**config.mk**
```make
export PLATFORM = sky130hd
export DESIGN_NAME = bb3_ctrl
export DESIGN_NICKNAME = d
export VERILOG_FILES = /design/src/hw/rtl/bb3_pkg.sv /design/src/hw/rtl/bb3_ctrl.sv
export SDC_FILE = /design/constraint.sdc
export NUM_CORES = 1
export LEC_CHECK = 0
export BUFFER_PORTS_ARGS = -buffer_cell sky130_fd_sc_hd__buf_2
export CORE_UTILIZATION = 48
export DETAILED_ROUTE_END_ITERATION = 10
export GPL_ROUTABILITY_DRIVEN = 0
export PLACE_DENSITY_LB_ADDON = 0.12
export SLEW_MARGIN = 20
export SYNTH_ARGS = -nofsm -noshare
export SYNTH_HDL_FRONTEND = slang
export SYNTH_SLANG_ARGS = --single-unit
```
**constraint.sdc**
```tcl
create_clock -name clk -period 2 [get_ports clk]
set_input_delay 0.3 -clock clk [delete_from_list [all_inputs] [get_ports clk]]
set_output_delay 0.3 -clock clk [all_outputs]
set_load 0.1 [all_outputs]
```
**src/hw/rtl/bb3_pkg.sv**
```systemverilog
// bb3_pkg: shared types and constants for the edge-aware 3x3 box blur.
// No dependencies; imported by every module of the block except bb3_ram.
`timescale 1ns / 1ps
`default_nettype none
package bb3_pkg;

  localparam int MAX_WIDTH    = 1024;
  localparam int HEIGHT_LIMIT = 4096;
  localparam int NUM_SLOTS    = 3;
  localparam int COL_W        = $clog2(MAX_WIDTH);
  localparam int WID_W        = 11;                    // image_width register
  localparam int HGT_W        = 13;                    // image_height register
  localparam int ROW_W        = $clog2(HEIGHT_LIMIT);
  localparam int CFG_IDX_W    = 2;
  localparam int CFG_DATA_W   = 13;
  localparam int SUM_W        = 12;                    // 9 * 255 fits
  localparam int CNT_W        = 4;                     // up to 9 pixels
  localparam int NUM_W        = SUM_W + 1;             // 2*sum + cnt
  localparam int PIX_W        = 24;

  localparam logic [CFG_IDX_W-1:0] REG_IMAGE_WIDTH  = CFG_IDX_W'(0);
  localparam logic [CFG_IDX_W-1:0] REG_IMAGE_HEIGHT = CFG_IDX_W'(1);

  typedef struct packed {
    logic [7:0] in_red;
    logic [7:0] in_green;
    logic [7:0] in_blue;
  } in_pixel_t;

  typedef struct packed {
    logic [7:0] out_red;
    logic [7:0] out_green;
    logic [7:0] out_blue;
    logic       last_of_run;
    logic       image_done;
  } out_pixel_t;

  // controller -> datapath
  typedef struct packed {
    logic       accept;     // latch pixel, write line store, advance position
    logic       rd;         // read one neighbor column of the current result
    logic [1:0] col_j;      // column offset 0..2 (x-1 .. x+1)
    logic [1:0] res_k;      // {column select, row select} of the current result
    logic       div_load;
    logic       div_step;
    logic [2:0] div_bit;
    logic       emit;
    logic       last;
  } bb3_cmd_t;

  // datapath -> controller
  typedef struct packed {
    logic [1:0] col_ok;     // [0]: left neighbor column, [1]: own column (row end)
    logic [1:0] row_ok;     // [0]: previous row, [1]: own row (last row)
    logic       out_free;
  } bb3_stat_t;

endpackage
`default_nettype wire

```
**src/hw/rtl/bb3_ctrl.sv**
```systemverilog
// bb3_ctrl: sequencer for the box blur; walks the results of one item.
// Depends on bb3_pkg.
`timescale 1ns / 1ps
`default_nettype none
module bb3_ctrl
  import bb3_pkg::*;
(
  input  wire logic      clk,
  input  wire logic      rst_n,
  input  wire logic      in_valid,
  output logic           in_stall,
  input  wire bb3_stat_t stat,
  output bb3_cmd_t       cmd
);

  localparam logic [2:0] ST_IDLE  = 3'd0;
  localparam logic [2:0] ST_PLAN  = 3'd1;
  localparam logic [2:0] ST_RD    = 3'd2;
  localparam logic [2:0] ST_FLUSH = 3'd3;
  localparam logic [2:0] ST_DIVL  = 3'd4;
  localparam logic [2:0] ST_DIV   = 3'd5;
  localparam logic [2:0] ST_OUT   = 3'd6;

  logic [2:0] state_r, state_nxt;
  logic [1:0] k_r, k_nxt;
  logic [1:0] j_r, j_nxt;
  logic [2:0] step_r, step_nxt;

  logic [3:0] res_ok;
  logic       first_found, more_found;
  logic [1:0] first_k, more_k;

  always_comb begin
    for (int i = 0; i < 4; i++) begin
      res_ok[i] = stat.col_ok[i / 2] & stat.row_ok[i % 2];
    end
    first_found = 1'b0;
    first_k     = 2'd0;
    more_found  = 1'b0;
    more_k      = 2'd0;
    for (int i = 0; i < 4; i++) begin
      if (res_ok[i] && !first_found) begin
        first_found = 1'b1;
        first_k     = 2'(i);
      end
      if (res_ok[i] && (2'(i) > k_r) && !more_found) begin
        more_found = 1'b1;
        more_k     = 2'(i);
      end
    end
  end

  always_comb begin
    state_nxt    = state_r;
    k_nxt        = k_r;
    j_nxt        = j_r;
    step_nxt     = step_r;
    cmd          = '0;
    cmd.col_j    = j_r;
    cmd.res_k    = k_r;
    cmd.div_bit  = step_r;
    in_stall     = (state_r != ST_IDLE);
    unique case (state_r)
      ST_IDLE: begin
        if (in_valid) begin
          cmd.accept = 1'b1;
          state_nxt  = ST_PLAN;
        end
      end
      ST_PLAN: begin
        j_nxt = 2'd0;
        k_nxt = first_k;
        state_nxt = first_found ? ST_RD : ST_IDLE;
      end
      ST_RD: begin
        cmd.rd = 1'b1;
        if (j_r == 2'd2) begin
          state_nxt = ST_FLUSH;
        end else begin
          j_nxt = j_r + 2'd1;
        end
      end
      ST_FLUSH: begin
        state_nxt = ST_DIVL;
      end
      ST_DIVL: begin
        cmd.div_load = 1'b1;
        step_nxt     = 3'd7;
        state_nxt    = ST_DIV;
      end
      ST_DIV: begin
        cmd.div_step = 1'b1;
        if (step_r == 3'd0) begin
          state_nxt = ST_OUT;
        end else begin
          step_nxt = step_r - 3'd1;
        end
      end
      ST_OUT: begin
        if (stat.out_free) begin
          cmd.emit = 1'b1;
          cmd.last = !more_found;
          j_nxt    = 2'd0;
          k_nxt    = more_k;
          state_nxt = more_found ? ST_RD : ST_IDLE;
        end
      end
      default: begin
        state_nxt = ST_IDLE;
      end
    endcase
  end

  always_ff @(posedge clk) begin
    if (!rst_n) begin
      state_r <= ST_IDLE;
      k_r     <= 2'd0;
      j_r     <= 2'd0;
      step_r  <= 3'd0;
    end else begin
      state_r <= state_nxt;
      k_r     <= k_nxt;
      j_r     <= j_nxt;
      step_r  <= step_nxt;
    end
  end

endmodule
`default_nettype wire

```
==> metrics.txt, run 1 <==
Tightest Hold Check Type primary input to register; Routed WL 1400 um; syn_area_per_cell 7.99 um2; Mapped Cells 85; vias per cell 5.61; CTS root buffer clkbuf_4; clk slew on worst S/H paths 0.07 ns; vias in the first global route 521; FF+latch count, synth 10; VDD IR-drop max 0.000482 V; fillers 118; final net count 119; Net Count, Synth 96; total CTS buffers 3; run status finished, final reports clean; Ys Warns 0; Syn-to-layout area delta 30.2%; multiplexer area fraction after synthesis 0; setup slack after layout 0.168 ns; Synth Area in Compound Gates 0.284; initial antenna violation count 0; Worst Path Arrival 1.53 ns; clk_lat worst skew 0.26 ns; Seq/Total Area, Yosys 0.295; largest family of logic cells by synthesized area simple AND/OR/NAND/NOR gates; TritonCTS clock tree done; post-CTS setup buffers 0; skew final 0.00385 ns; critical path, cell by cell nand2b_1 -> nor2_2 -> buf_2; post-route minimum period 1.83 ns; via count 685; # H-tree levels 1; row count 13; Routed WL per cell 11.5 um; antenna cells 0; slowest CP cell buf_2; Async SR Flop Fraction 0; Overflow after GRT 0; Mapped Area 679 um2; Crit. Startpoint state_r[0]$_SDFFE_PN0P_; RSZ-0062 raised after global routing false; drt initial violations 11; commonest non-fill, non-tap cell in the layout buf_2; pwr dens 640 mW/mm2; CTS Sinks 10; achievable clock frequency 546 MHz; die area 0.00157 mm2; total core area 0.00130 mm2; Finished Cell Area 885 um2; hold buffers post-CTS 0; Setup Slack @ Placement 0.304 ns; Die Wd 39.6 um; detailed-route DRC error count 0; layout cell share with drive strength beyond 1 0.383; Setup Viol. Count Final 0; DRT antenna net count 0; Tightest Pin Transition 0.485 ns; Clock Path Buffers 2; Synth cell types 33; Leak Pwr 0.000379 uW; Slew Limit Fails 0; worst endpoint required time 1.70 ns; Critical Path End Type primary output; worst hold slack 0.332 ns; Util after Layout 0.680; final worst-path cycle share 0.916; Die H 39.6 um; Initial DRT Pass Iterations 4; hold_sp rst_n; Startpoint Class register; largest net degree at the start of global routing 16; Fin. Hold Viols 0; Synth Area in Adders 0.0552; xor and xnor area share after synthesis 0; Crit Path Class register to primary output; Initial Util 0.522; MaxCap Viol Count 0; Worst Path Max Fanout 12; most frequent cells in the layout 18 x buf_2, 8 x nand2_1, 8 x inv_1; placed wire-length estimate 1090 um; Post-synth EDFFs 0; Cell Area, Placed 843 um2; Post-Synth Simple-Gate Area 0.293; Reg-to-Reg Start j_r[0]$_SDFFE_PN0P_; top_reg_cell synth dfxtp_1; first-pass GRT wire length 2170 um; Slew Limit Headroom 0.679; GRT Overall Usage 0.201; crit-path max cell delay 0.46 ns; port bufs 21; I/O pin total 22
report_power, final:
part / switching, uW / leakage (uW) / internal [uW]
Sequential: 13.8 / 0.0000845 / 207
Clock: 69.6 / 0.0000210 / 110
Combinational: 117 / 0.000273 / 48.2
Yosys cell counts, types with 2 or more instances:
library cell / n / area, um2
dfxtp_1: 10 / 200
inv_1: 8 / 30.0
nand2_1: 8 / 30.0
nor2_1: 8 / 30.0
o21ai_0: 6 / 30.0
nor2b_1: 4 / 25.0
a211oi_1: 3 / 22.5
a21oi_1: 3 / 15.0
ha_1: 3 / 37.5
nand3b_1: 3 / 22.5
o22ai_1: 3 / 18.8
nand4b_1: 2 / 17.5
nor3_1: 2 / 10.0
nor3b_1: 2 / 15.0
o21a_1: 2 / 15.0
cell type report:
cell class | count | area, um2 | share of cell area
multi-input combinational | 64 | 453 | 0.512
sequential | 10 | 209 | 0.236
timing repair buffer | 21 | 138 | 0.156
clock buffer | 4 | 36.3 | 0.0410
inverter | 8 | 30.0 | 0.0339
tap | 15 | 18.8 | 0.0212
logic make-up (layout without fill, tap and decap cells):
group,Yosys count,in the layout
and+or+nand+nor,35,35
AOI/OAI and AO/OA,26,26
buffers and inverters,11,33
DFF,10,10
adders and majority gates,3,3
critical path, delay by kind of cell, from the launching register on:
kind / cells / cell delay [ns]
buffers and inverters: 1 / 0.46
AND/OR/NAND/NOR: 2 / 0.40
flip-flops: 1 / 0.40
timing repair:
action / in CTS / in global routing
resized for setup: 0 / 3
setup endpoints to repair: 0 / 2
endpoints found under the hold margin: 0 / 0
state kept, by name, indices dropped and copies added, names as in the netlist:
signal,cells
j_r,2
k_r,2
state_r,3
step_r,3
metrics by stage:
step / total power, uW / setup TNS [ns] / std cells
after floorplan: 355 / -0.346 / 85
final: 566 / 0 / 122
after global placement: 389 / 0 / 118
after detailed placement: 390 / 0 / 118
after global routing: 593 / 0 / 122
after CTS: 568 / 0 / 122
worst paths after layout:
check	end	slack, ns	cells after the start
worst min register to register	step_r[0]$_SDFFE_PN0P_	0.46	1
worst min-delay path	j_r[0]$_SDFFE_PN0P_	0.33	2
worst max register to register	j_r[0]$_SDFFE_PN0P_	0.50	6
worst max-delay path	cmd[6]	0.17	3
per-layer routing:
layer,up-vias,global-route usage,part of all wire
li1,352,-,-
met5,-,0,0
met3,2,0.0170,0.039
met4,0,0.103,0.010
met1,313,0.283,0.49
met2,18,0.299,0.46
No activity file was read; power rests on OpenSTA's default activity.
==> run 2, diff against run 1 <==
Settings changed: BUFFER_PORTS_ARGS -buffer_cell sky130_fd_sc_hd__buf_2 to not set, CORE_AREA set to 2 2 39 41, CORE_UTILIZATION 48 to not set, DIE_AREA set to 0 0 41 43, DONT_BUFFER_PORTS set to 1, SETUP_SLACK_MARGIN set to 0.2.
==> run 2 against run 1 <==
- power decreased by 7.4%
- via count shrank 3.8%
- count of clock-buffer cells in the layout down 1
- critical endpoint is now cmd[1]
- register-to-register slack improved by 0.02 ns
- routed wire length increased by 4.4%
==> metrics.txt, run 2 (synthesized netlist as in run 1, its figures left out) <==
slowest CP cell dfxtp_2; post-route minimum period 1.70 ns; final net count 112; Routed WL per cell 12.6 um; final worst-path cycle share 0.848; Tightest Hold Check Type primary input to register; Setup TNS 0 ns; Leak Pwr 0.000345 uW; hold_sp rst_n; most frequent cells in the layout 12 x buf_4, 8 x nand2_1, 8 x inv_1; drt initial violations 5; Tightest Pin Transition 0.296 ns; layout cell share with drive strength beyond 1 0.360; I/O pin total 22; Finished Cell Area 895 um2; top flop regs state_r (3), step_r (3); Multi-input gate area 468 um2; CTS Sinks 10; Setup Viol. Count Final 0; RSZ-0062 raised after global routing true; pwr dens 586 mW/mm2; # H-tree levels 1; Design Power 524 uW; Die Wd 41 um; die area 0.00176 mm2; initial antenna violation count 0; Initial DRT Pass Iterations 4; Overflow after GRT 0; Clock Path Buffers 2; vias per cell 5.68; run status finished, final reports clean; clk_lat worst skew 0.27 ns; Die H 43 um; VDD IR-drop max 0.000360 V; FF+latch area 220 um2; CTS root buffer clkbuf_4; Cell Area, Placed 863 um2; DRT antenna net count 0; Initial Util 0.491; critical path, cell by cell nand4b_1 -> inv_1 -> buf_4; TritonCTS clock tree done; Startpoint Class register; Largest delay share family, worst path flip-flops; Syn-to-layout area delta 31.7%; total CTS buffers 3; placed wire-length estimate 1100 um; Hold Path End j_r[0]$_SDFFE_PN0P_; antenna cells 0; Worst Path Max Fanout 15; fillers 118; Routed WL 1460 um; Slew Limit Headroom 0.802; crit-path max cell delay 0.48 ns; via count 659; Worst Path Arrival 1.40 ns; Slew Limit Fails 0; worst endpoint required time 1.70 ns; first-pass GRT wire length 2440 um; Crit Path Class register to primary output; commonest non-fill, non-tap cell in the layout buf_4; hold-critical path depth 1; reg-to-reg setup timing slack 0.52 ns; largest net degree at the start of global routing 16; CP Buf/Inv Count 2; post-CTS setup buffers 0; Fin. Hold Viols 0; clk slew on worst S/H paths 0.06 ns; vias in the first global route 588; row count 14; skew final 0.00154 ns; Reg-to-Reg Start j_r[0]$_SDFFE_PN0P_; hold buffers post-CTS 0; MaxCap Viol Count 0; port bufs 0; reg2reg end j_r[0]$_SDFFE_PN0P_; achievable clock frequency 590 MHz; detailed-route DRC error count 0; total core area 0.00138 mm2; Worst R2R Path Depth 6; Critical Path End Type primary output; GRT Overall Usage 0.201
==> run 2: cell count changes in the layout (fill, tap and decap cells not counted), moves of 3 or more <==
cell and delta:
dfxtp_1 -3, buf_2 -18, dfxtp_4 +3, buf_4 +12
==> run 2: final cells by class <==
class,instances,area share
clock buffer,3,0.0252
multi-input combinational,64,0.523
tap,16,0.0224
timing repair buffer,14,0.145
sequential,10,0.246
inverter,8,0.0336
clock inverter,1,0.00420
==> run 2: worst max-delay path by stage <==
stage / start / endpoint / slack (ns) / depth (start not counted)
2_1_floorplan: state_r[2]$_SDFFE_PN0P_ / cmd[12] / 0.17 / 3
3_3_place_gp: state_r[1]$_SDFFE_PN0P_ / cmd[1] / 0.44 / 3
3_5_place_dp: state_r[1]$_SDFFE_PN0P_ / cmd[1] / 0.41 / 3
4_1_cts: state_r[0]$_SDFFE_PN0P_ / cmd[12] / 0.24 / 3
5_1_grt: state_r[1]$_SDFFE_PN0P_ / cmd[1] / 0.20 / 3
6_report: state_r[1]$_SDFFE_PN0P_ / cmd[1] / 0.30 / 3
==> run 2: power breakdown <==
group / internal [uW] / total, uW / switching, uW
clock network: 72.2 / 144 / 71.5
logic: 51.1 / 161 / 110
registers: 205 / 219 / 14.4
==> run 2: what timing repair did <==
action / in CTS / in global routing
pin swaps: 0 / 0
endpoints found under the hold margin: 0 / 0
setup endpoints to repair: 2 / 2
resized for setup: 1 / 2
==> run 2: metal layers <==
| metal | GRT usage | routed length (um) |
|---|---|---|
| met5 | 0 | 0 |
| met3 | 0.0471 | 90 |
| met4 | 0.100 | 29 |
| met1 | 0.289 | 681 |
| met2 | 0.272 | 659 |
==> run 2: metrics by stage <==
step | worst slack, ns | hold WS (ns) | instances | util
2_1_floorplan | 0.167 | 0.417 | 85 | -
3_3_place_gp | 0.440 | 0.420 | 112 | 0.624
4_1_cts | 0.241 | 0.145 | 116 | 0.644
3_5_place_dp | 0.410 | 0.426 | 112 | 0.624
5_1_grt | 0.198 | 0.133 | 116 | 0.646
6_report | 0.305 | 0.143 | 116 | 0.646
